===== src/rtl/pfx_pkg.sv =====
package pfx_pkg;

  // CORDIC datapath widths
  localparam int XYW = 33;  // x/y lanes, signed
  localparam int RZW = 34;  // rotation-mode residual angle, signed

  localparam int ANG_TAB_LEN = 24;

  // atan(2^-i) as 32-bit binary angles (2^32 = full turn), truncated
  localparam logic [31:0] ANG_TAB [ANG_TAB_LEN] = '{
    32'h20000000, 32'h12E4051D, 32'h09FB385B, 32'h051111D4, 32'h028B0D43, 32'h0145D7E1,
    32'h00A2F61E, 32'h00517C55, 32'h0028BE53, 32'h00145F2E, 32'h000A2F98, 32'h000517CC,
    32'h00028BE6, 32'h000145F3, 32'h0000A2F9, 32'h0000517C, 32'h000028BE, 32'h0000145F,
    32'h00000A2F, 32'h00000517, 32'h0000028B, 32'h00000145, 32'h000000A2, 32'h00000051
  };

  // gain-compensated 1.0 in Q30 and the Q30/Q14 unit values
  localparam logic signed [XYW-1:0] GAIN_Q30 = 33'sh26DD3B6A;
  localparam logic signed [XYW-1:0] ONE_Q30  = 33'sd1073741824;
  localparam logic signed [16:0]    Q14_ONE  = 17'sd16384;

  // saturation limits of a 32-bit result, held in 35 bits
  localparam logic signed [34:0] SAT_MAX = 35'sd2147483647;
  localparam logic signed [34:0] SAT_MIN = -35'sd2147483648;

  // register indexes on the APB port
  localparam logic [1:0] REG_OFFSET_X        = 2'd0;
  localparam logic [1:0] REG_OFFSET_Y        = 2'd1;
  localparam logic [1:0] REG_OFFSET_HALF_YAW = 2'd2;
  localparam logic [1:0] REG_Z_BIAS          = 2'd3;

  // rotation-mode cell payload
  typedef struct packed {
    logic signed [XYW-1:0] x;
    logic signed [XYW-1:0] y;
    logic signed [RZW-1:0] z;
    logic                  neg;
  } rot_t;

  // vectoring-mode cell payload
  typedef struct packed {
    logic signed [XYW-1:0] x;
    logic signed [XYW-1:0] y;
    logic [31:0]           z;
    logic                  zero;
  } vec_t;

  // configuration registers
  typedef struct packed {
    logic signed [31:0] offset_x;
    logic signed [31:0] offset_y;
    logic [15:0]        offset_half_yaw;
    logic signed [31:0] z_bias;
  } cfg_t;

  // one result item
  typedef struct packed {
    logic signed [31:0] map_x;
    logic signed [31:0] map_y;
    logic signed [31:0] map_z;
    logic signed [15:0] out_quat_z;
    logic signed [15:0] out_quat_w;
  } pose_out_t;

endpackage


===== src/rtl/pfx_rot_cell.sv =====
module pfx_rot_cell
  import pfx_pkg::*;
#(
  parameter int STAGE = 0
) (
  input  logic clk,
  input  logic en,
  input  rot_t d,
  output rot_t q
);

  logic signed [XYW-1:0] xs;
  logic signed [XYW-1:0] ys;
  logic signed [RZW-1:0] tab;

  assign xs  = $signed(d.x) >>> STAGE;
  assign ys  = $signed(d.y) >>> STAGE;
  assign tab = $signed({2'b00, ANG_TAB[STAGE]});

  // rotate toward zero residual angle, one micro-rotation per cell
  always_ff @(posedge clk) begin
    if (en) begin
      q.neg <= d.neg;
      if (!d.z[RZW-1]) begin
        q.x <= d.x - ys;
        q.y <= d.y + xs;
        q.z <= d.z - tab;
      end else begin
        q.x <= d.x + ys;
        q.y <= d.y - xs;
        q.z <= d.z + tab;
      end
    end
  end

endmodule


===== config.mk =====
export PLATFORM = sky130hd
export DESIGN_NAME = pfx_rot_cell
export DESIGN_NICKNAME = d
export VERILOG_FILES = /design/src/rtl/pfx_pkg.sv /design/src/rtl/pfx_rot_cell.sv
export SDC_FILE = /design/constraint.sdc
export NUM_CORES = 1
export LEC_CHECK = 0
export BUFFER_PORTS_ARGS = -buffer_cell sky130_fd_sc_hd__buf_2
export CORE_MARGIN = 1.5
export CORE_UTILIZATION = 48
export DETAILED_ROUTE_END_ITERATION = 8
export PLACE_DENSITY_LB_ADDON = 0.2
export REMOVE_ABC_BUFFERS = 1
export SLEW_MARGIN = 20
export SYNTH_ARGS = -nofsm -noshare
export SYNTH_HDL_FRONTEND = slang
export SYNTH_SLANG_ARGS = --single-unit
export TNS_END_PERCENT = 5

===== constraint.sdc =====
create_clock -name clk -period 5.75 [get_ports clk]
set_input_delay 0.2875 -clock clk [delete_from_list [all_inputs] [get_ports clk]]
set_output_delay 0.2875 -clock clk [all_outputs]
set_load 0.01 [all_outputs]

==> impl_metrics.yaml <==
routing:
  wire_per_inst_um: 18.36
  drtAntennaViolNets: 0
  drc: 0
  via_per_inst: 5.708
  wl_um: 25110
  vias: 7809
  dr.pass1.iters: 6
  drt-initial-drc-count: 739
clock_tree:
  cts_buffer_depth: 2
  cts_hold_buf: 0
  cts_tree: "built"
  ctsResizeCount: 0
  path_clk_slew_ns: 0.08
  post_cts_buffers: 0
  cts.htree.levels: 3
  cts-root-buf: "clkbuf_16"
  numCtsBuffers: 9
  cts_sinks: 100
place:
  dp_hpwl_um: 19720
  gp_congestion: 0.9710
  placed_area_um2: 9921
  port_buffers: 203
final_layout:
  layout_commonest_cell: "buf_2"
  largest_register: "q"
  utilization_pct: 57.04
  layout_common_cells: "buf_2, a21oi_1, edfxtp_1"
  drive_gt1_share_pct: 23.18
  reg.largest.list: "q x100"
  largest_reg_flops: 100
  areaGrowthSynthToFinish_pct: 16.69
  diodes: 0
  nNetsFinal: 1340
  fin_area_um2: 10250
synthesis:
  synth_ff_type: "edfxtp_1"
  synth_top_area_share_pct: 34.20
  ys_warn_count: 0
  ys_async_sr_fraction_pct: 0
  synth-seq-cells: 100
  synth_top_area_cell: "edfxtp_1"
  synth.distinct_cells: 81
  synth.avg_cell_area_um2: 9.156
  yosys-top-cells-area: "edfxtp_1, ha_1, a21oi_1"
  synth_edf_count: 100
  synth-seq-area-share_pct: 34.20
  syn_area_um2: 8781
  syn_inst: 959
pwr:
  p_sw_uw: 885.6
  p_int_uw: 1631
  power.leakage_uw: 0.004592
  p_sw_share_pct: 35.18
  p_per_area_nw_per_um2: 245.7
  clockPowerShare_pct: 26.4
  peakVddDrop_uv: 140.1
  seqPwrFrac_pct: 38.4
  combPwrFrac_pct: 35.2
sta:
  worstMarginPinSlew_ns: 0.9676
  fmax_mhz: 307.5
  fin_crit_sh_pct: 56.55
  period_needed_ns: 3.252
  relSlewSlack_pct: 35.49
  tns_ns: 0
  finalHoldViolations: 0
  slew_viol_final: 0
  setup_violations: 0
  rsz0062_at_grt: "false"
  hold_slack_ns: 0.09686
critical_path:
  critPathLaunchType: "input port"
  criticalPathCategory: "in -> reg"
  cp_max_fo: 14
  endpoint: "q[66]$_DFFE_PP_"
  critPathRequiredTime_ns: 5.86
  worstSetupEndpointType: "flip-flop"
  crit_start: "d[40]"
  cp.arrival_ns: 3.36
flow_run:
  maxCapViolations: 0
grt:
  track_usage_pct: 25.91
  antenna_found_initial: 0
  grt_pass1_wl_um: 39360
  grt-ovfl-total: 0
  grt_max_degree: 86
  grt_pass1_vias: 7263
die:
  ios: 204
  die_area_um2: 19110
  core_um2: 17960
  initial_core_util_pct: 48.88
  die_h_um: 138.3
  die_w_um: 138.3
  num_rows: 49
hold_path:
  holdCritPathClass: "in -> reg"
outcome:
  status: "complete, no violations"
[power groups by stage]
| stage | Clock, uW | Sequential (uW) | Combinational (uW) |
|---|---|---|---|
| 5_1_grt | 710 | 976 | 963 |
| 3_5_place_dp | 0 | 984 | 874 |
| 3_3_place_gp | 0 | 981 | 873 |
| 2_1_floorplan | 0 | 1040 | 491 |
| 4_1_cts | 680 | 968 | 878 |
| 6_report | 664 | 965 | 887 |
[per-stage QoR]
stage | power, uW | instances | setup WS [ns]
after CTS | 2526 | 1368 | 2.600
after floorplan | 1530 | 917 | 2.911
after global routing | 2650 | 1368 | 2.355
after global placement | 1854 | 1352 | 2.248
final | 2517 | 1368 | 2.498
after detailed placement | 1858 | 1352 | 2.227
[per-layer routing]
layer | track usage (%) | routed length, um | vias to the layer above
met5 | 0 | 0 | -
met4 | 8.532 | 488 | 0
met3 | 3.983 | 1905 | 36
met2 | 40.30 | 11170 | 367
met1 | 37.04 | 11550 | 3649
li1 | - | - | 3757
[Yosys cell counts (13+ instances only)]
cell type	number
a21oi_1	109
edfxtp_1	100
ha_1	99
nor2_1	95
inv_1	93
xnor2_1	61
nand2_1	49
o21ai_0	42
clkbuf_1	21
a21o_1	19
o21bai_1	19
nor3_1	18
mux2i_1	13
[critical path, cell delays in order]
cell       delay [ns]
buf_2            0.11
inv_1            0.05
ha_1             0.51
and2_4           0.26
a221oi_4         0.35
a21oi_2          0.12
o21ai_2          0.18
a31oi_1          0.28
a221oi_2         0.43
o21ai_2          0.16
a2111oi_4        0.40
a211oi_2         0.08
xnor2_1          0.14
[area by class of cell]
type                    count  area (um^2)
repair buffers            206         1041
clock inverters             7        100.1
flip-flops and latches    100         3003
fillers                  1637         7717
clock buffers               9        225.2
well taps                 229        286.5
multi-input cells         713         5200
inverters                 104        390.4
[cells by family after synthesis]
kind of cell / synth area share (%)
xor gates and xnor gates: 6.483
AOI/OAI and AO/OA: 23.47
DFF: 34.20
muxes: 1.482
adders and majority gates: 15.02
and+or+nand+nor: 12.77
buffers and inverters: 6.583
[worst min-delay path by stage]
stage | from | to | depth (start not counted)
2_1_floorplan | d[0] | q[0]$_DFFE_PP_ | 0
3_3_place_gp | d[17] | q[17]$_DFFE_PP_ | 1
3_5_place_dp | d[25] | q[25]$_DFFE_PP_ | 1
4_1_cts | d[10] | q[10]$_DFFE_PP_ | 1
5_1_grt | d[20] | q[20]$_DFFE_PP_ | 1
6_report | d[10] | q[10]$_DFFE_PP_ | 1
Note: power is estimated with default switching activity, not from simulation.
