File: src/rtl/pfx_pkg.sv
package pfx_pkg;

  // CORDIC datapath widths
  localparam int XYW = 33;  // x/y lanes, signed
  localparam int RZW = 34;  // rotation-mode residual angle, signed

  localparam int ANG_TAB_LEN = 24;

  // atan(2^-i) as 32-bit binary angles (2^32 = full turn), truncated
  localparam logic [31:0] ANG_TAB [ANG_TAB_LEN] = '{
    32'h20000000, 32'h12E4051D, 32'h09FB385B, 32'h051111D4, 32'h028B0D43, 32'h0145D7E1,
    32'h00A2F61E, 32'h00517C55, 32'h0028BE53, 32'h00145F2E, 32'h000A2F98, 32'h000517CC,
    32'h00028BE6, 32'h000145F3, 32'h0000A2F9, 32'h0000517C, 32'h000028BE, 32'h0000145F,
    32'h00000A2F, 32'h00000517, 32'h0000028B, 32'h00000145, 32'h000000A2, 32'h00000051
  };

  // gain-compensated 1.0 in Q30 and the Q30/Q14 unit values
  localparam logic signed [XYW-1:0] GAIN_Q30 = 33'sh26DD3B6A;
  localparam logic signed [XYW-1:0] ONE_Q30  = 33'sd1073741824;
  localparam logic signed [16:0]    Q14_ONE  = 17'sd16384;

  // saturation limits of a 32-bit result, held in 35 bits
  localparam logic signed [34:0] SAT_MAX = 35'sd2147483647;
  localparam logic signed [34:0] SAT_MIN = -35'sd2147483648;

  // register indexes on the APB port
  localparam logic [1:0] REG_OFFSET_X        = 2'd0;
  localparam logic [1:0] REG_OFFSET_Y        = 2'd1;
  localparam logic [1:0] REG_OFFSET_HALF_YAW = 2'd2;
  localparam logic [1:0] REG_Z_BIAS          = 2'd3;

  // rotation-mode cell payload
  typedef struct packed {
    logic signed [XYW-1:0] x;
    logic signed [XYW-1:0] y;
    logic signed [RZW-1:0] z;
    logic                  neg;
  } rot_t;

  // vectoring-mode cell payload
  typedef struct packed {
    logic signed [XYW-1:0] x;
    logic signed [XYW-1:0] y;
    logic [31:0]           z;
    logic                  zero;
  } vec_t;

  // configuration registers
  typedef struct packed {
    logic signed [31:0] offset_x;
    logic signed [31:0] offset_y;
    logic [15:0]        offset_half_yaw;
    logic signed [31:0] z_bias;
  } cfg_t;

  // one result item
  typedef struct packed {
    logic signed [31:0] map_x;
    logic signed [31:0] map_y;
    logic signed [31:0] map_z;
    logic signed [15:0] out_quat_z;
    logic signed [15:0] out_quat_w;
  } pose_out_t;

endpackage

File: src/rtl/pfx_vec_cell.sv
module pfx_vec_cell
  import pfx_pkg::*;
#(
  parameter int STAGE = 0
) (
  input  logic clk,
  input  logic en,
  input  vec_t d,
  output vec_t q
);

  logic signed [XYW-1:0] xs;
  logic signed [XYW-1:0] ys;

  assign xs = $signed(d.x) >>> STAGE;
  assign ys = $signed(d.y) >>> STAGE;

  // drive y toward zero and accumulate the angle, wrapping mod a full turn
  always_ff @(posedge clk) begin
    if (en) begin
      q.zero <= d.zero;
      if (!d.y[XYW-1]) begin
        q.x <= d.x + ys;
        q.y <= d.y - xs;
        q.z <= d.z + ANG_TAB[STAGE];
      end else begin
        q.x <= d.x - ys;
        q.y <= d.y + xs;
        q.z <= d.z - ANG_TAB[STAGE];
      end
    end
  end

endmodule

File: config.mk
export PLATFORM = sky130hd
export DESIGN_NAME = pfx_vec_cell
export DESIGN_NICKNAME = d
export VERILOG_FILES = /design/src/rtl/pfx_pkg.sv /design/src/rtl/pfx_vec_cell.sv
export SDC_FILE = /design/constraint.sdc
export NUM_CORES = 1
export LEC_CHECK = 0
export BUFFER_PORTS_ARGS = -buffer_cell sky130_fd_sc_hd__clkbuf_2
export CAP_MARGIN = 20
export CORE_MARGIN = 10
export CORE_UTILIZATION = 45
export CTS_CLUSTER_DIAMETER = 50
export DETAILED_ROUTE_END_ITERATION = 12
export GPL_TIMING_DRIVEN = 0
export PLACE_DENSITY = 0.71
export SETUP_SLACK_MARGIN = 0.5
export SYNTH_ARGS = -nofsm -noshare
export SYNTH_HDL_FRONTEND = slang
export SYNTH_SLANG_ARGS = --single-unit
File: constraint.sdc
create_clock -name clk -period 2.71 [get_ports clk]
set_clock_uncertainty 0.15 [all_clocks]
set_input_delay 0.4065 -clock clk [delete_from_list [all_inputs] [get_ports clk]]
set_output_delay 0.4065 -clock clk [all_outputs]
set_load 0.03 [all_outputs]
==> results.tsv, run 1 <==
metric	value	unit
status	finished with violations	
failed_checks	negative setup slack	
largest_reg_flops	98	
syn_area	8670	um^2
p_int	3.79	mW
worstSetupStartpoint	d[66]	
antenna_found_initial	0	
power_leakage	5.45	nW
hpwl	23300	um
cts-buffers-inserted	9	
clock_sink_count	98	
avgRoutedWirePerCell	20.8	um
pre_cts_ws	-909	ps
period_share	1.12	
fp.dieH	159	um
crit_required	2660	ps
drc	0	
gp_congestion	0.959	
critPathArrivalTime	2970	ps
diodes	0	
synthesis.nets	1187	
start_util	0.461	
synthDistinctLibCells	67	
drive_gt1_frac	0.422	
cpMaxStageDelayCell	or4_4	
slowest_delay	550	ps
hold_class	input port to flip-flop	
largest_register	q	
placementRows	50	
reg_top3	q (98)	
min_from	d[3]	
grt_pass1_wl	48400	um
grt_remaining_overflow	0	
ff_latch_area	2940	um^2
grt_usage	0.234	
cts_hold_buffers	0	
cts_buffer_depth	2	
fillers	1471	
dieArea	25200	um^2
area_delta_synth_final	45.0	%
vias_per_cell	5.80	
layout.cells.non_filler	1524	
syn_area_per_cell	8.88	um^2
synth-seq-area-share	0.339	
fin_util	0.668	
postLayoutSetupSlackWorst	-314	ps
portBuffers	199	
p_seq_frac	0.316	
ant_nets	0	
fmax	0.331	GHz
synth.yosys.warnings	0	
peakVddDrop	310	uV
multi_input_area	6450	um^2
fp.coreArea	18800	um^2
slew_headroom	0.301	
path_cells	clkbuf_16, inv_12, ha_4, fa_2, nand4b_1, a31oi_4, or4_4, nand2_4, o31a_1, o221ai_4, a221oi_2, mux2i_1, nor3_2	
ios	200	
cts_tree	yes	
crit_fanout	3	
cp-end-kind	flip-flop	
cts_max_level	3	
synthCells	977	
first_global_vias	8551	
synth_flop_cell	edfxtp_1	
layout.nets	1469	
tightest_slew	1050	ps
final-setup-viol-count	27	
path_class	input port to flip-flop	
dp_cells	1437	
drt-initial-drc-count	1017	
synth-async-reset-ratio	0	
crit_path_start_kind	input port	
maxCapViolations	0	
report.power.total	6.36	mW
wirelength	31700	um
power.share.clock	0.216	
combinationalPowerShare	0.468	
rsz0062_at_grt	true	
min_period	3020	ps
slew_violations	0	
netSwitchingPower	2.57	mW
hold_viol	0	
grt_max_degree	70	
dr.pass1.iters	6	
cp-endpoint	q[96]	
cts-root-buf	clkbuf_16	
synth_edf_count	98	
clkTransAtPathRegs	70	ps
p_sw_frac	0.404	
vias	8832	
powerDensity	505	nW/um^2
ys_ff_latch	98	
die_w	159	um
==> cell families (layout without fill, tap and decap cells) <==
| logic type | after synthesis | after routing | synth area share |
|---|---|---|---|
| adders and majority gates | 109 | 109 | 0.161 |
| and+or+nand+nor | 217 | 217 | 0.116 |
| xor gates and xnor gates | 63 | 63 | 0.0636 |
| AOI/OAI and AO/OA | 318 | 318 | 0.228 |
| buffers and inverters | 154 | 441 | 0.0716 |
| DFF | 98 | 98 | 0.339 |
| muxes | 18 | 18 | 0.0208 |
==> final cells by class <==
type / count / area share
plain buffers: 43 / 0.0260
multi-input cells: 725 / 0.513
flip-flops and latches: 98 / 0.234
well taps: 260 / 0.0259
inverters: 111 / 0.0400
clock inverters: 6 / 0.00587
repair buffers: 271 / 0.137
clock buffers: 10 / 0.0182
==> cells in the mapped netlist (4+ instances only) <==
cell type	count	area, um^2
a2111oi_0	4	35.0
a21o_1	20	150
a21oi_1	132	661
a31oi_1	6	37.5
and3_1	5	31.3
buf_1	8	30.0
buf_2	10	50.1
clkbuf_1	20	75.1
clkinv_1	4	15.0
edfxtp_1	98	2940
fa_1	4	80.1
ha_1	105	1310
inv_1	103	387
inv_2	4	15.0
mux2i_1	18	180
nand2_1	54	203
nand3_1	11	55.1
nand4_1	12	75.1
nor2_1	78	293
nor2b_1	10	62.6
nor3_1	22	110
nor4_1	8	50.1
o211ai_1	5	37.5
o21a_1	4	30.0
o21ai_0	71	355
o21ai_1	9	45.0
o21bai_1	18	135
o31a_1	5	43.8
o31ai_1	8	60.1
or2_2	4	25.0
xnor2_1	59	517
xor2_1	4	35.0
==> critical path: cells and delay by family <==
family	cells	cell delay, ps
AND/OR/NAND/NOR	4	900
AO/OA/AOI/OAI	4	860
adder cells (fa/ha/maj)	2	310
multiplexers	1	310
buffers and inverters	2	190
==> repair_timing <==
item	4_1_cts	5_1_grt
endpoints found under the setup margin	54	56
buffers inserted	52	18
pin swaps	84	66
resized for setup	142	115
cloned	1	0
==> layer usage <==
metal / part of all wire / global-route usage / vias up
met4: 0.023 / 0.0612 / 0
met3: 0.081 / 0.0462 / 76
met1: 0.43 / 0.311 / 4215
li1: - / - / 4040
met5: 0 / 0 / -
met2: 0.47 / 0.379 / 501
==> stage by stage <==
step           hold WS [ps]  area [um^2]  setup TNS, ps
3_3_place_gp            433        10600         -34510
3_5_place_dp            435        10600         -21690
2_1_floorplan           355         9250           -486
6_report               70.2        12600          -3440
4_1_cts                68.1        12000          -3080
5_1_grt                60.5        12600          -5880
==> power groups by stage <==
stage	registers, mW	clock network [mW]	logic [mW]
floorplan	2.48	0	1.20
global placement	2.04	0	2.38
detailed placement	2.04	0	2.39
CTS	2.01	1.38	2.73
global route	2.03	1.44	3.15
finish	2.01	1.37	2.98
==> cells in the final DEF (no fill, tap or decap), types with 5 or more instances in the layout <==
cell type  count
nor3_1        18
o21ai_4       10
nand2_2        6
o21ai_1       11
inv_8          5
nand4_1       12
buf_2          6
nand3_1        9
o21ai_0       41
edfxtp_1      98
a21o_1        19
clkbuf_16     12
ha_4          16
a21oi_2       32
inv_1         86
inv_2          9
o211ai_1       5
nor2b_1        7
clkbuf_1      10
mux2i_1       13
a21oi_1       85
a21oi_4       16
buf_4         56
o21ai_2       18
o31a_1         5
ha_1          89
clkbuf_2     197
xnor2_2       10
nand2_1       45
nor2_1        71
xnor2_1       49
buf_6         26
o21bai_1      15
==> worst min-delay path by stage <==
stage / end / slack [ps] / cells after the start
6_report: q[3] / 70 / 1
5_1_grt: q[0] / 60 / 1
4_1_cts: q[3] / 70 / 1
3_3_place_gp: q[16] / 430 / 1
3_5_place_dp: q[17] / 440 / 1
2_1_floorplan: q[0] / 360 / 0
Power figures use the tool's default switching activity.
==> inputs of run 2 (changes only) <==
--- a/config.mk
+++ b/config.mk
@@ -5,14 +5,14 @@
 export SDC_FILE = /design/constraint.sdc
 export NUM_CORES = 1
 export LEC_CHECK = 0
-export BUFFER_PORTS_ARGS = -buffer_cell sky130_fd_sc_hd__clkbuf_2
 export CAP_MARGIN = 20
 export CORE_MARGIN = 10
 export CORE_UTILIZATION = 45
 export CTS_CLUSTER_DIAMETER = 50
 export DETAILED_ROUTE_END_ITERATION = 12
+export DONT_BUFFER_PORTS = 1
 export GPL_TIMING_DRIVEN = 0
-export PLACE_DENSITY = 0.71
+export PLACE_DENSITY = 0.72
 export SETUP_SLACK_MARGIN = 0.5
 export SYNTH_ARGS = -nofsm -noshare
 export SYNTH_HDL_FRONTEND = slang
==> results.tsv, run 2 (same netlist as run 1, synthesis figures left out) <==
metric	value	unit	change
portBuffers	0		-100%
ant_nets	0		unchanged
clock_sink_count	98		unchanged
drc	0		unchanged
crit_fanout	9		+6
crit_required	2660	ps	about the same
wirelength	31000	um	-2.0%
layout.nets	1297		-12%
min_period	2850	ps	-170 ps
fin_util	0.621		-0.0471
cts_tree	yes		
fp.coreArea	18800	um^2	unchanged
maxCapViolations	0		unchanged
hold_viol	0		unchanged
peakVddDrop	247	uV	-20%
critPathArrivalTime	2800	ps	-170 ps
slew_headroom	0.320		+0.0198
clkTransAtPathRegs	80	ps	about the same
finalSetupTns	-519	ps	+2920 ps
worst_hold_slack	9.71	ps	-60.4 ps
powerDensity	521	nW/um^2	+3.1%
slew_violations	0		unchanged
rsz0062_at_grt	true		
hpwl	22100	um	-5.1%
cts-root-buf	clkbuf_16		
ios	200		unchanged
period_share	1.05		-0.0626
grt_max_degree	99		+41%
placementRows	50		unchanged
start_util	0.461		unchanged
largest_reg_flops	98		unchanged
vias_per_cell	6.08		+4.9%
fillers	1506		+2.4%
fmax	0.350	GHz	+5.9%
final-setup-viol-count	9		-67%
drt-initial-drc-count	910		-11%
hold_class	input port to flip-flop		
antenna_found_initial	1		+1
pre_cts_ws	-869	ps	+39.8 ps
report.power.total	6.09	mW	-4.2%
reg_top3	q (98)		
avgRoutedWirePerCell	23.0	um	+11%
cts_max_level	3		unchanged
tightest_slew	1020	ps	-29.8 ps
cts_buffer_depth	2		unchanged
final_common_cell	edfxtp_1		
layout.cells.non_filler	1351		-11%
gp_congestion	0.940		-2.0%
die_w	159	um	unchanged
failed_checks	negative setup slack		
first_global_vias	7983		-6.6%
area_delta_synth_final	34.8	%	
crit_path_start_kind	input port		
dieArea	25200	um^2	unchanged
place_area	9570	um^2	-9.7%
path_class	input port to flip-flop		
status	finished with violations		
grt_pass1_wl	46000	um	-4.9%
fp.dieH	159	um	unchanged
fin_area	11700	um^2	-7.1%
power_leakage	4.70	nW	-14%
vias	8213		-7.0%
most-common-layout-cells	edfxtp_1 (98), ha_1 (92), a21oi_1 (90)		
grt_remaining_overflow	0		unchanged
dp_cells	1237		-14%
postLayoutSetupSlackWorst	-144	ps	+170 ps
cts-buffers-inserted	9		unchanged
dr.pass1.iters	6		unchanged
grt_usage	0.226		-0.00737
drive_gt1_frac	0.285		-0.137
cp-end-kind	flip-flop		
hold_depth	0		-1
largest_register	q		
diodes	0		unchanged
[run 2: cell types whose count changed in the layout (fill, tap and decap cells not counted), moves of 4 or more]
cell / delta
buf_4: -8
clkbuf_2: -192
nand2_2: -4
dlygate4sd3_1: +31
a21oi_1: +5
[run 2: report_power, final]
group / internal (mW) / switching [mW] / leakage (nW) / total, mW
registers: 1.97 / 0.529 / 0.959 / 2.50
logic: 0.941 / 1.26 / 3.59 / 2.20
clock network: 0.807 / 0.581 / 0.152 / 1.39
[run 2: path summary, 6_finish.rpt]
kind | end | slack (ps) | startpoint
max | q[96] | -140 | d[70]
min | q[79] | 10 | en
[run 2: critical path, cell delays in order]
cell      delay, ps
ha_4            220
buf_12          140
nand4b_1        150
a31oi_4         130
or4_4           570
nand2_4         110
o31a_1          220
o221ai_4        170
a221oi_2        350
mux2i_1         250
nor3_2           70
[run 2: area by class of cell]
cell class                 count  area, um^2  share of cell area
buffer                        43         312              0.0267
tap                          260         325              0.0278
clock buffer                   9         225              0.0193
inverter                     111         543              0.0465
timing repair buffer          99         897              0.0767
sequential                    98        2940               0.252
multi-input combinational    725        6350               0.544
clock inverter                 6        90.1             0.00771
[run 2: what timing repair did]
action / in CTS / in global routing
setup buffers: 42 / 25
gates cloned: 1 / 0
gates resized for setup: 140 / 77
endpoints found under the setup margin: 46 / 50
hold endpoints to repair: 30 / 2
hold buffers: 30 / 1
pin swaps: 80 / 59
[run 2: routing by layer]
| layer | track usage | wire, um | part of all wire | vias to the layer above |
|---|---|---|---|---|
| li1 | - | - | - | 3687 |
| met2 | 0.361 | 14300 | 0.46 | 526 |
| met1 | 0.293 | 12500 | 0.40 | 3906 |
| met5 | 0 | 11 | 0.00035 | - |
| met3 | 0.0565 | 3270 | 0.11 | 92 |
| met4 | 0.0753 | 1010 | 0.032 | 2 |
==> inputs of run 3 (changes only) <==
--- a/config.mk
+++ b/config.mk
@@ -13,6 +13,7 @@
 export DONT_BUFFER_PORTS = 1
 export GPL_TIMING_DRIVEN = 0
 export PLACE_DENSITY = 0.72
+export REMOVE_ABC_BUFFERS = 1
 export SETUP_SLACK_MARGIN = 0.5
 export SYNTH_ARGS = -nofsm -noshare
 export SYNTH_HDL_FRONTEND = slang
==> results.tsv, run 3 (same netlist as run 1, synthesis figures left out) <==
metric	value	unit	change
ios	200		unchanged
status	finished with violations		
period_share	1.05		about the same
vias	7846		-4.5%
drive_gt1_frac	0.264		-0.0214
die_w	159	um	unchanged
cts-buffers-inserted	9		unchanged
layout.cells.non_filler	1318		-2.4%
clkTransAtPathRegs	80	ps	about the same
drt-initial-drc-count	708		-22%
p_int	3.49	mW	-6.1%
cts_tree	yes		
cts_max_level	3		unchanged
diodes	0		unchanged
clock_sink_count	98		unchanged
min_period	2850	ps	-2.12 ps
powerDensity	513	nW/um^2	-1.6%
p_seq_frac	0.436		+0.025
slew_violations	0		unchanged
fp.coreArea	18800	um^2	unchanged
gp_congestion	0.963		+2.4%
cp-end-kind	flip-flop		
critPathArrivalTime	2810	ps	about the same
largest_reg_flops	98		unchanged
grt_usage	0.210		-0.0161
cts-root-buf	clkbuf_16		
grt_pass1_wl	43400	um	-5.7%
crit_path_start_kind	input port		
antenna_found_initial	0		-1
final-setup-viol-count	10		+1
hold_viol	0		unchanged
cts_buffer_depth	2		unchanged
avgRoutedWirePerCell	21.5	um	-6.3%
slew_headroom	0.583		+0.263
p_sw_frac	0.395		+0.00610
rsz0062_at_grt	true		
hpwl	20100	um	-9.1%
dieArea	25200	um^2	unchanged
drc	0		unchanged
postLayoutSetupSlackWorst	-142	ps	+2.12 ps
portBuffers	0		unchanged
reg_top3	q (98)		
start_util	0.461		unchanged
peakVddDrop	286	uV	+16%
tightest_slew	620	ps	-399 ps
path_class	input port to flip-flop		
dp_cells	1194		-3.5%
power.share.clock	0.215		-0.013
fp.dieH	159	um	unchanged
power_leakage	4.48	nW	-4.8%
grt_remaining_overflow	0		unchanged
wirelength	28400	um	-8.6%
worst_hold_slack	14.9	ps	+5.20 ps
grt_max_degree	99		unchanged
fillers	1522		+1.1%
first_global_vias	7524		-5.7%
most-common-layout-cells	edfxtp_1 (98), a21oi_1 (96), inv_1 (91)		
area_delta_synth_final	29.9	%	
placementRows	50		unchanged
maxCapViolations	0		unchanged
crit_fanout	3		-6
vias_per_cell	5.95		-2.1%
netSwitchingPower	2.28	mW	-3.7%
ant_nets	0		unchanged
combinationalPowerShare	0.349		-0.012
largest_register	q		
crit_required	2670	ps	about the same
fmax	0.351	GHz	about the same
hold_class	input port to flip-flop		
final_common_cell	edfxtp_1		
layout.nets	1263		-2.6%
dr.pass1.iters	6		unchanged
failed_checks	negative setup slack		
==> run 3: cell types whose count changed in the layout (fill, tap and decap cells not counted), sizes merged <==
cell,before,now
buf,92,78
bufinv,2,0
clkbuf,28,9
clkinv,7,4
clkinvlp,3,5
dlygate4sd3,31,30
inv,105,109
==> run 3: layout make-up <==
type                    instances  area, um^2  share of cell area
well taps                     260         325              0.0289
inverters                     111         485              0.0431
clock inverters                 7        62.6             0.00555
flip-flops and latches         98        2940               0.261
clock buffers                   9         225              0.0200
repair buffers                108         961              0.0853
multi-input cells             725        6270               0.556
==> run 3: power by group through the flow <==
stage / registers, mW / clock network, mW / logic, mW
detailed placement: 2.56 / 0 / 1.35
CTS: 2.53 / 1.26 / 1.78
floorplan: 2.49 / 0 / 1.02
global placement: 2.56 / 0 / 1.35
global route: 2.54 / 1.32 / 2.16
finish: 2.52 / 1.24 / 2.02
==> run 3: layer usage <==
layer  GRT usage  vias up  wire length (um)
li1            -     3613                 -
met1       0.274     3781             12100
met2       0.339      405             13400
met3      0.0478       47              2290
met4      0.0634        0               574
met5           0        -                 0
==> run 3: repair_timing <==
action	4_1_cts	5_1_grt
endpoints found under the hold margin	30	0
resized for setup	219	84
buffers inserted	50	28
setup endpoints to repair	50	51
hold buffers	30	0
pin swaps	74	52
==> run 3: final timing paths <==
check | end | slack [ps] | cells past startpoint | startpoint
max | q[59] | -140 | 14 | d[33]
min | q[50] | 10 | 0 | en
==> run 3: critical path: stages <==
cell,delay (ps)
inv_8,10
ha_4,140
fa_2,360
nor2b_4,130
o31a_1,240
o41ai_4,80
buf_4,170
o311ai_4,410
a31oi_4,150
o21ai_4,260
buf_6,150
a2111oi_4,60
a21oi_2,150
xnor2_1,80
==> run 3: per-stage QoR <==
| step | power, mW | setup WS (ps) | area [um^2] | TNS, ps | util |
|---|---|---|---|---|---|
| finish | 5.78 | -142 | 11300 | -1020 | 0.598 |
| detailed placement | 3.91 | -1050 | 8800 | -25790 | 0.467 |
| global placement | 3.90 | -1050 | 8790 | -27610 | 0.467 |
| floorplan | 3.51 | -324 | 8470 | -2960 | - |
| global route | 6.02 | -217 | 11300 | -1860 | 0.598 |
| CTS | 5.57 | -64.4 | 10700 | -262 | 0.569 |
