<file path="src/rtl/pfx_pkg.sv">
package pfx_pkg;

  // CORDIC datapath widths
  localparam int XYW = 33;  // x/y lanes, signed
  localparam int RZW = 34;  // rotation-mode residual angle, signed

  localparam int ANG_TAB_LEN = 24;

  // atan(2^-i) as 32-bit binary angles (2^32 = full turn), truncated
  localparam logic [31:0] ANG_TAB [ANG_TAB_LEN] = '{
    32'h20000000, 32'h12E4051D, 32'h09FB385B, 32'h051111D4, 32'h028B0D43, 32'h0145D7E1,
    32'h00A2F61E, 32'h00517C55, 32'h0028BE53, 32'h00145F2E, 32'h000A2F98, 32'h000517CC,
    32'h00028BE6, 32'h000145F3, 32'h0000A2F9, 32'h0000517C, 32'h000028BE, 32'h0000145F,
    32'h00000A2F, 32'h00000517, 32'h0000028B, 32'h00000145, 32'h000000A2, 32'h00000051
  };

  // gain-compensated 1.0 in Q30 and the Q30/Q14 unit values
  localparam logic signed [XYW-1:0] GAIN_Q30 = 33'sh26DD3B6A;
  localparam logic signed [XYW-1:0] ONE_Q30  = 33'sd1073741824;
  localparam logic signed [16:0]    Q14_ONE  = 17'sd16384;

  // saturation limits of a 32-bit result, held in 35 bits
  localparam logic signed [34:0] SAT_MAX = 35'sd2147483647;
  localparam logic signed [34:0] SAT_MIN = -35'sd2147483648;

  // register indexes on the APB port
  localparam logic [1:0] REG_OFFSET_X        = 2'd0;
  localparam logic [1:0] REG_OFFSET_Y        = 2'd1;
  localparam logic [1:0] REG_OFFSET_HALF_YAW = 2'd2;
  localparam logic [1:0] REG_Z_BIAS          = 2'd3;

  // rotation-mode cell payload
  typedef struct packed {
    logic signed [XYW-1:0] x;
    logic signed [XYW-1:0] y;
    logic signed [RZW-1:0] z;
    logic                  neg;
  } rot_t;

  // vectoring-mode cell payload
  typedef struct packed {
    logic signed [XYW-1:0] x;
    logic signed [XYW-1:0] y;
    logic [31:0]           z;
    logic                  zero;
  } vec_t;

  // configuration registers
  typedef struct packed {
    logic signed [31:0] offset_x;
    logic signed [31:0] offset_y;
    logic [15:0]        offset_half_yaw;
    logic signed [31:0] z_bias;
  } cfg_t;

  // one result item
  typedef struct packed {
    logic signed [31:0] map_x;
    logic signed [31:0] map_y;
    logic signed [31:0] map_z;
    logic signed [15:0] out_quat_z;
    logic signed [15:0] out_quat_w;
  } pose_out_t;

endpackage

</file>
<file path="src/rtl/pfx_apb_regs.sv">
module pfx_apb_regs
  import pfx_pkg::*;
(
  input  logic        clk,
  input  logic        rst,
  input  logic        psel,
  input  logic        penable,
  input  logic        pwrite,
  input  logic [3:0]  paddr,
  input  logic [31:0] pwdata,
  output logic [31:0] prdata,
  output logic        pready,
  output cfg_t        cfg
);

  logic wr;

  assign pready = 1'b1;
  assign wr     = psel && penable && pwrite && pready;

  // write on the access phase of a write transfer
  always_ff @(posedge clk) begin
    if (rst) begin
      cfg.offset_x        <= 32'sd16384;
      cfg.offset_y        <= 32'sd125043;
      cfg.offset_half_yaw <= 16'd0;
      cfg.z_bias          <= 32'sd1573;
    end else if (wr) begin
      case (paddr[3:2])
        REG_OFFSET_X:        cfg.offset_x        <= pwdata;
        REG_OFFSET_Y:        cfg.offset_y        <= pwdata;
        REG_OFFSET_HALF_YAW: cfg.offset_half_yaw <= pwdata[15:0];
        REG_Z_BIAS:          cfg.z_bias          <= pwdata;
        default: ;
      endcase
    end
  end

  // read back
  always_comb begin
    case (paddr[3:2])
      REG_OFFSET_X:        prdata = cfg.offset_x;
      REG_OFFSET_Y:        prdata = cfg.offset_y;
      REG_OFFSET_HALF_YAW: prdata = {16'd0, cfg.offset_half_yaw};
      REG_Z_BIAS:          prdata = cfg.z_bias;
      default:             prdata = 32'd0;
    endcase
  end

endmodule

</file>
<file path="config.mk">
export PLATFORM = sky130hd
export DESIGN_NAME = pfx_apb_regs
export DESIGN_NICKNAME = d
export VERILOG_FILES = /design/src/rtl/pfx_pkg.sv /design/src/rtl/pfx_apb_regs.sv
export SDC_FILE = /design/constraint.sdc
export NUM_CORES = 1
export LEC_CHECK = 0
export BUFFER_PORTS_ARGS = -buffer_cell sky130_fd_sc_hd__buf_2
export CELL_PAD_IN_SITES_DETAIL_PLACEMENT = 1
export CELL_PAD_IN_SITES_GLOBAL_PLACEMENT = 1
export CORE_ASPECT_RATIO = 2
export CORE_MARGIN = 3
export CORE_UTILIZATION = 40
export DETAILED_ROUTE_END_ITERATION = 16
export GPL_TIMING_DRIVEN = 0
export PLACE_DENSITY_LB_ADDON = 0.1
export SLEW_MARGIN = 30
export SYNTH_ARGS = -nofsm -noshare
export SYNTH_HDL_FRONTEND = slang
export SYNTH_SLANG_ARGS = --single-unit
</file>
<file path="constraint.sdc">
create_clock -name clk -period 2.2 [get_ports clk]
set_clock_uncertainty 0.15 [all_clocks]
set_input_delay 0.11 -clock clk [delete_from_list [all_inputs] [get_ports clk]]
set_output_delay 0.11 -clock clk [all_outputs]
set_load 0.02 [all_outputs]
</file>
==> qor.csv, run 1 <==
stage,metric,value,unit
hold_path,Min-Delay Endpoint,cfg[31],
synthesis,count of flip-flops with a built-in enable after synthesis,0,
placed_design,IO Port Bufs,181,
clock_tree,Sink Count,112,
power_and_ir_drop,Clock power frac,0.393,
floorplanning,core area,12630,um^2
worst_setup_path,critical-path maximum fanout,10,
sta,pin slew with the least headroom to its limit,775.0,ps
worst_setup_path,CP Launch Type,primary input,
clock_tree,cts repair resizes,0,
global_route,first-pass GRT wire length,28440,um
global_route,GRT overflow,0,
clock_tree,CTS Hold Bufs,32,
synthesis,yosys warns,0,
sta,Final Critical Period,1875,ps
worst_setup_path,CP Cell Sequence,buf_2 -> buf_4 -> clkbuf_1 -> mux4_2 -> buf_2,
flow_run,max_cap viols,0,
worst_setup_path,worst path required time,1940,ps
worst_setup_path,Worst R2R Setup Slack,1340,ps
power_and_ir_drop,Flop pwr share,0.490,
finish,Reg with most FFs,cfg,
worst_setup_path,Crit Path Category,primary input to output pin,
global_route,global-route usage over all layers,0.2560,
route,drt pass-1 iters,4,
synthesis,top cell type's share of synthesized area,0.4304,
floorplanning,row count,58,
synthesis,Synth Flop Type,dfxtp_1,
global_route,largest net degree at the start of global routing,18,
synthesis,Mapped Area,5210,um^2
status,status,"finished, final reports clean",
clock_tree,worst skew pair latency,340,ps
clock_tree,CTS tree,built,
hold_path,worst hold-check path type,primary input to flop,
route,final WL,18140,um
clock_tree,Clock Tree Buf Depth,2,
worst_setup_path,Crit path top cell by count,buf_2,
finish,number of fill cells,1490,
global_route,vias in the first global route,5122,
hold_path,HP Start,penable,
finish,diode count,0,
floorplanning,Die Wd,86.70,um
synthesis,leading area contributor after synthesis,dfxtp_1,
floorplanning,Ports,186,
finish,nets@finish,759,
sta,"Setup violations, final",0,
clock_tree,CTS buffer count,9,
sta,final hold vios,0,
placed_design,Routability Congestion,0.7882,
global_route,initial antenna violation count,0,
power_and_ir_drop,Max IR drop VDD,406.3,uV
sta,WHS,139.8,ps
synthesis,Post-Syn Instances,494,
synthesis,synth top area cells,"dfxtp_1 43%, mux2i_1 25%, nand2b_1 15%",
floorplanning,Die H,167.4,um
route,drt wl/cell,20.78,um
placed_design,Placement Cell Area,6304,um^2
floorplanning,Die Area,14510,um^2
route,DRT iter0 DRCs,107,
finish,layout cells sized above 1,0.3195,
sta,RSZ-0062 raised after global routing,false,
power_and_ir_drop,switching share of total power,0.2466,
route,Post-DRT Antenna Nets,0,
synthesis,"Net Count, Synth",535,
clock_tree,Clock Tree Root,clkbuf_16,
finish,max FFs per register,112,
finish,fin util,0.5484,
synthesis,mean area per synthesized cell,10.55,um^2
clock_tree,Worst-path clk slew,70,ps
route,Vias/cell,5.274,
sta,final slew viol count,0,
worst_setup_path,R2R Path End,cfg[94],
worst_setup_path,CP Capture Type,output pin,
synthesis,top post-synthesis cells by count,"128 x mux2i_1, 128 x nand2b_1, 112 x dfxtp_1",
clock_tree,postcts setup bufs,0,
worst_setup_path,r2r startpoint,cfg[94],
synthesis,Synth async-reset ratio,0,
hold_path,WHS Path Cells,3,
power_and_ir_drop,switching power,1043,uW
clock_tree,number of H-tree levels,3,
finish,Area Overhead vs Synth,32.90,%
worst_setup_path,CP max-delay cell,clkbuf_1,
route,via count,4604,
synthesis,"FF+latch count, synth",112,
sta,Rel. slew slack,0.4834,
finish,Largest regs,cfg: 112 flops,
worst_setup_path,CP peak stage delay,610,ps
power_and_ir_drop,P per Cell Area,611.0,nW/um^2
synthesis,sequential area share after synthesis,0.4304,
sta,Fin Setup TNS,0,ps
floorplanning,initial core utilization,0.4126,
power_and_ir_drop,P_int,3187,uW
sta,fin crit share,0.8522,
placed_design,detailed-placement wirelength estimate,13480,um
synthesis,Cell variety after synth,19,
power_and_ir_drop,Comb power frac,0.116,
worst_setup_path,CP arrival,1610,ps
sta,Fmax,533.4,MHz
power_and_ir_drop,Static Leak,0.003425,uW
route,# DRC,0,
finish,Post-Layout Inst Area,6924,um^2
worst_setup_path,Reg2Reg Depth,2,
## worst max-delay path, delay by kind of cell
family                 cells  cell delay [ps]
muxes                      1              430
buffers and inverters      4             1070
## stage by stage
stage	instances	total power [uW]	setup slack, ps
detailed placement	825	2574	333.4
global route	873	4380	261.3
floorplan	494	2392	697.1
CTS	873	4273	311.6
global placement	825	2564	345.0
finish	873	4231	325.1
## layout by cell type (no fill, tap or decap), types with 16 or more instances in the layout
cell             n
dlygate4sd3_1   32
dfxtp_1        112
nand2_1         16
nor2_1          29
o21ai_0         16
mux2i_1        128
nand2b_1       128
mux4_2          16
buf_2          188
clkbuf_1        22
## power groups by stage
stage,Clock [uW],Sequential (uW),Combinational (uW)
floorplan,0,2150,243
global placement,0,2120,444
detailed placement,0,2120,453
CTS,1700,2070,500
global route,1770,2080,528
finish,1660,2070,493
## cell type report
| cell class | instances | area [um^2] | share of cell area |
|---|---|---|---|
| clock inverters | 4 | 53.80 | 0.007770 |
| flip-flops and latches | 112 | 2242 | 0.3238 |
| repair buffers | 213 | 1226 | 0.1771 |
| well taps | 150 | 187.7 | 0.02711 |
| plain buffers | 40 | 219.0 | 0.03162 |
| clock buffers | 12 | 246.5 | 0.03560 |
| multi-input cells | 342 | 2749 | 0.3970 |
## per-layer routing
layer / GRT usage / part of all wire / up-vias
li1: - / - / 2117
met1: 0.2615 / 0.36 / 2287
met2: 0.4953 / 0.57 / 160
met3: 0.03890 / 0.043 / 40
met4: 0.1038 / 0.031 / 0
met5: 0 / 0 / -
## kinds of logic (layout without fill, tap and decap cells)
| logic type | Yosys count | in the layout | synth area share |
|---|---|---|---|
| DFF | 112 | 112 | 0.4304 |
| AOI/OAI and AO/OA | 16 | 16 | 0.01537 |
| and+or+nand+nor | 181 | 181 | 0.1964 |
| buffers and inverters | 40 | 269 | 0.04202 |
| muxes | 144 | 144 | 0.3151 |
| other | 1 | 1 | 0.0007198 |
## worst max path at each step
| stage | from | endpoint | slack, ps | cells after the start |
|---|---|---|---|---|
| 3_3_place_gp | paddr[2] | prdata[5] | 350 | 5 |
| 2_1_floorplan | paddr[2] | prdata[17] | 700 | 5 |
| 6_report | paddr[3] | prdata[11] | 330 | 5 |
| 4_1_cts | paddr[3] | prdata[15] | 310 | 5 |
| 5_1_grt | paddr[3] | prdata[15] | 260 | 5 |
| 3_5_place_dp | paddr[3] | prdata[13] | 330 | 5 |
No activity file was read; power rests on OpenSTA's default activity.
==> run 2: changes to the inputs <==
- REMOVE_ABC_BUFFERS: default -> 1
==> qor.csv, run 2 (same netlist as run 1, synthesis figures left out) <==
stage,metric,value,unit
power_and_ir_drop,P_int,3106,uW
flow_run,max_cap viols,0,
worst_setup_path,CP Launch Type,primary input,
hold_path,worst hold-check path type,primary input to flop,
finish,Largest regs,cfg: 112 flops,
route,final WL,15550,um
sta,fin worst setup slack,217.7,ps
sta,final hold vios,0,
sta,fin crit share,0.9010,
route,# DRC,0,
route,via count,4343,
floorplanning,initial core utilization,0.4126,
worst_setup_path,worst path required time,2340,ps
sta,RSZ-0062 raised after global routing,false,
worst_setup_path,CP Capture Type,flop,
route,Vias/cell,5.109,
clock_tree,number of H-tree levels,3,
finish,post-route non-filler standard cell count,850,
placed_design,Routability Congestion,0.7864,
finish,nets@finish,735,
global_route,global-route usage over all layers,0.2150,
sta,Final Critical Period,1982,ps
floorplanning,Die H,167.4,um
placed_design,placed insts,798,
worst_setup_path,CP arrival,2120,ps
sta,WHS,136.0,ps
placed_design,IO Port Bufs,182,
power_and_ir_drop,Comb power frac,0.110,
finish,"commonest non-fill, non-tap cell in the layout",buf_2,
route,drt wl/cell,18.29,um
power_and_ir_drop,switching power,1031,uW
placed_design,detailed-placement wirelength estimate,11150,um
clock_tree,CTS tree,built,
sta,Fin Setup TNS,0,ps
power_and_ir_drop,switching share of total power,0.2493,
sta,final slew viol count,0,
sta,Fmax,504.5,MHz
power_and_ir_drop,Static Leak,0.003413,uW
floorplanning,Die Wd,86.70,um
power_and_ir_drop,Max IR drop VDD,481.3,uV
clock_tree,Clock Tree Root,clkbuf_16,
placed_design,post-place setup slack,-1094,ps
global_route,initial antenna violation count,0,
route,drt pass-1 iters,4,
status,status,"finished, final reports clean",
power_and_ir_drop,Clock power frac,0.389,
finish,"commonest non-fill, non-tap cells in the layout","179 x buf_2, 128 x mux2i_1, 128 x nand2b_1, 112 x dfxtp_1, 34 x dlygate4sd3_1",
clock_tree,Clock Tree Buf Depth,2,
floorplanning,Ports,186,
clock_tree,Worst-path clk slew,80,ps
clock_tree,CTS buffer count,9,
route,Post-DRT Antenna Nets,0,
sta,Rel. slew slack,0.4495,
floorplanning,Die Area,14510,um^2
power_and_ir_drop,Flop pwr share,0.501,
global_route,GRT overflow,0,
floorplanning,row count,58,
clock_tree,Sink Count,112,
finish,Area Overhead vs Synth,32.28,%
worst_setup_path,critical-path maximum fanout,38,
finish,max FFs per register,112,
route,DRT iter0 DRCs,128,
worst_setup_path,Crit Path Category,primary input to flop,
finish,layout cells sized above 1,0.3305,
finish,Reg with most FFs,cfg,
global_route,vias in the first global route,4748,
floorplanning,core area,12630,um^2
global_route,first-pass GRT wire length,24540,um
sta,"Setup violations, final",0,
sta,pin slew with the least headroom to its limit,825.7,ps
clock_tree,worst skew pair latency,340,ps
power_and_ir_drop,P per Cell Area,600.3,nW/um^2
global_route,largest net degree at the start of global routing,125,
run 2: repair_timing:
action / in CTS / in global routing
endpoints found under the setup margin: 48 / 1
setup buffers: 1 / 0
pin swaps: 1 / 0
resized for setup: 2 / 1
hold buffers: 34 / 0
hold endpoints to repair: 108 / 0
run 2: cell type report:
cell class                 instances  area (um^2)
multi-input combinational        342         2760
tap                              150        187.7
clock inverter                     5        40.04
fill                            1468         5736
timing repair buffer             229         1406
clock buffer                      11        252.7
antenna                            1        2.502
sequential                       112         2242
run 2: through the flow:
stage / power, uW / cell area (um^2) / utilization
final: 4137 / 6892 / 0.5458
after global routing: 4305 / 6889 / 0.5456
after global placement: 2518 / 6090 / 0.4823
after CTS: 4197 / 6885 / 0.5453
after floorplan: 2337 / 4991 / -
after detailed placement: 2535 / 6241 / 0.4943
run 2: power by group through the flow:
stage | Clock [uW] | Combinational (uW) | Sequential [uW]
finish | 1610 | 456 | 2070
global route | 1740 | 491 | 2080
CTS | 1660 | 461 | 2070
detailed placement | 0 | 413 | 2120
global placement | 0 | 398 | 2120
floorplan | 0 | 188 | 2150
run 2: path summary, 6_finish.rpt:
path | startpoint | end | slack [ps] | depth (start not counted)
worst max register to register | cfg[49] | cfg[49] | 880 | 3
worst min register to register | cfg[88] | cfg[88] | 340 | 2
worst min-delay path | psel | cfg[25] | 140 | 4
worst max-delay path | paddr[2] | cfg[49] | 220 | 5
run 2: worst max-delay path: stages:
cell           delay [ps]
buf_6                 400
nor3b_2               540
buf_4                 290
mux2i_1               200
dlygate4sd3_1         550
run 2: routing by layer:
layer | GRT usage | wire (um) | vias up
met2 | 0.4246 | 8883 | 117
li1 | - | - | 2062
met3 | 0.02856 | 614 | 18
met4 | 0.06784 | 269 | 0
met1 | 0.2232 | 5781 | 2146
met5 | 0 | 0 | -
==> run 3: changes to the inputs <==
- GPL_TIMING_DRIVEN: 0 -> default
- PLACE_DENSITY_LB_ADDON: 0.1 -> 0.3
==> qor.csv, run 3 (same netlist as run 1, synthesis figures left out) <==
stage,metric,value,unit
placed_design,Routability Congestion,0.7669,
clock_tree,Worst-path clk slew,70,ps
route,via count,4366,
worst_setup_path,r2r startpoint,cfg[33],
global_route,largest net degree at the start of global routing,83,
finish,max FFs per register,112,
sta,Fmax,556.6,MHz
power_and_ir_drop,total design power,4295,uW
sta,fin crit share,0.8167,
floorplanning,initial core utilization,0.4126,
route,final WL,16120,um
finish,"commonest non-fill, non-tap cell in the layout",buf_2,
clock_tree,Sink Count,112,
power_and_ir_drop,Static Leak,0.003421,uW
sta,final slew viol count,0,
clock_tree,number of H-tree levels,3,
worst_setup_path,worst path required time,1940,ps
clock_tree,CTS tree,built,
worst_setup_path,CP Capture Type,output pin,
finish,"commonest non-fill, non-tap cells in the layout","181 x buf_2, 128 x mux2i_1, 128 x nand2b_1, 112 x dfxtp_1, 33 x dlygate4sd3_1",
finish,Reg with most FFs,cfg,
route,DRT iter0 DRCs,102,
floorplanning,Ports,186,
route,Post-DRT Antenna Nets,0,
worst_setup_path,worst setup path end,prdata[25],
floorplanning,core area,12630,um^2
floorplanning,Die H,167.4,um
placed_design,detailed-placement wirelength estimate,11650,um
finish,nets@finish,735,
worst_setup_path,CP arrival,1540,ps
worst_setup_path,Worst R2R Setup Slack,1300,ps
status,status,"finished, final reports clean",
placed_design,IO Port Bufs,182,
sta,Final Critical Period,1797,ps
global_route,first-pass GRT wire length,25470,um
power_and_ir_drop,P per Cell Area,622.8,nW/um^2
worst_setup_path,R2R Path End,cfg[33],
sta,fin worst setup slack,403.4,ps
worst_setup_path,Reg2Reg Depth,2,
finish,Largest regs,cfg: 112 flops,
clock_tree,worst skew pair latency,340,ps
worst_setup_path,Worst setup startpoint,paddr[3],
clock_tree,CTS buffer count,9,
placed_design,post-place setup slack,382.8,ps
worst_setup_path,Crit Path Category,primary input to output pin,
finish,Area Overhead vs Synth,32.35,%
route,Vias/cell,5.149,
hold_path,HP Start,penable,
sta,pin slew with the least headroom to its limit,811.6,ps
route,# DRC,0,
floorplanning,row count,58,
route,drt pass-1 iters,4,
finish,diode count,0,
hold_path,worst hold-check path type,primary input to flop,
route,drt wl/cell,19.01,um
global_route,GRT overflow,0,
global_route,vias in the first global route,4825,
worst_setup_path,critical-path maximum fanout,15,
sta,RSZ-0062 raised after global routing,false,
sta,final hold vios,0,
floorplanning,Die Wd,86.70,um
global_route,initial antenna violation count,0,
worst_setup_path,CP Launch Type,primary input,
sta,"Setup violations, final",0,
flow_run,max_cap viols,0,
global_route,global-route usage over all layers,0.2254,
power_and_ir_drop,Max IR drop VDD,456.5,uV
clock_tree,postcts setup bufs,0,
floorplanning,Die Area,14510,um^2
clock_tree,Clock Tree Root,clkbuf_16,
clock_tree,Clock Tree Buf Depth,2,
finish,layout cells sized above 1,0.3266,
sta,Rel. slew slack,0.4589,
sta,Fin Setup TNS,0,ps
run 3: changes by cell type in the layout (fill, tap and decap cells not counted), moves of 2 or more:
cell,previous run,this run
buf_6,8,0
bufinv_16,0,2
buf_12,0,3
buf_4,7,12
buf_2,179,181
clkinv_4,3,1
run 3: stage by stage:
stage / hold WS [ps] / area (um^2) / util / std cells
2_1_floorplan: 116.5 / 4991 / - / 454
3_3_place_gp: 233.6 / 6245 / 0.4946 / 800
3_5_place_dp: 246.1 / 6245 / 0.4946 / 800
4_1_cts: 254.8 / 6895 / 0.5461 / 848
5_1_grt: 259.9 / 6895 / 0.5461 / 848
6_report: 251.9 / 6895 / 0.5461 / 848
run 3: final cells by class:
class                   count  area, um^2
fillers                  1448        5732
multi-input cells         342        2759
flip-flops and latches    112        2242
repair buffers            229        1386
clock buffers              11       242.7
well taps                 150       187.7
clock inverters             4       77.57
run 3: layer usage:
metal	vias up	track usage	routed length (um)
met4	0	0.09769	532
met3	34	0.03840	614
met1	2141	0.2262	5569
met2	136	0.4346	9401
met5	-	0	0
li1	2055	-	-
run 3: how the worst min path moves through the flow:
| stage | end | slack [ps] | cells after the start |
|---|---|---|---|
| 2_1_floorplan | cfg[10] | 120 | 2 |
| 6_report | cfg[12] | 250 | 4 |
| 3_5_place_dp | cfg[10] | 250 | 3 |
| 5_1_grt | cfg[12] | 260 | 4 |
| 3_3_place_gp | cfg[10] | 230 | 3 |
| 4_1_cts | cfg[26] | 250 | 4 |
run 3: report_power, final:
part           switching [uW]  total [uW]  internal, uW
clock                     725        1760          1030
combinational             249         466           217
sequential               21.7        2070          2050
total                     995        4290          3300
run 3: worst max-delay path, cell delays in order:
cell	delay, ps
buf_2	300
and2_1	410
buf_4	290
nand2_1	90
o21ai_0	110
buf_2	220
run 3: repair_timing:
action / 4_1_cts / 5_1_grt
hold buffers: 33 / 0
resized for setup: 0 / 0
endpoints found under the hold margin: 112 / 0
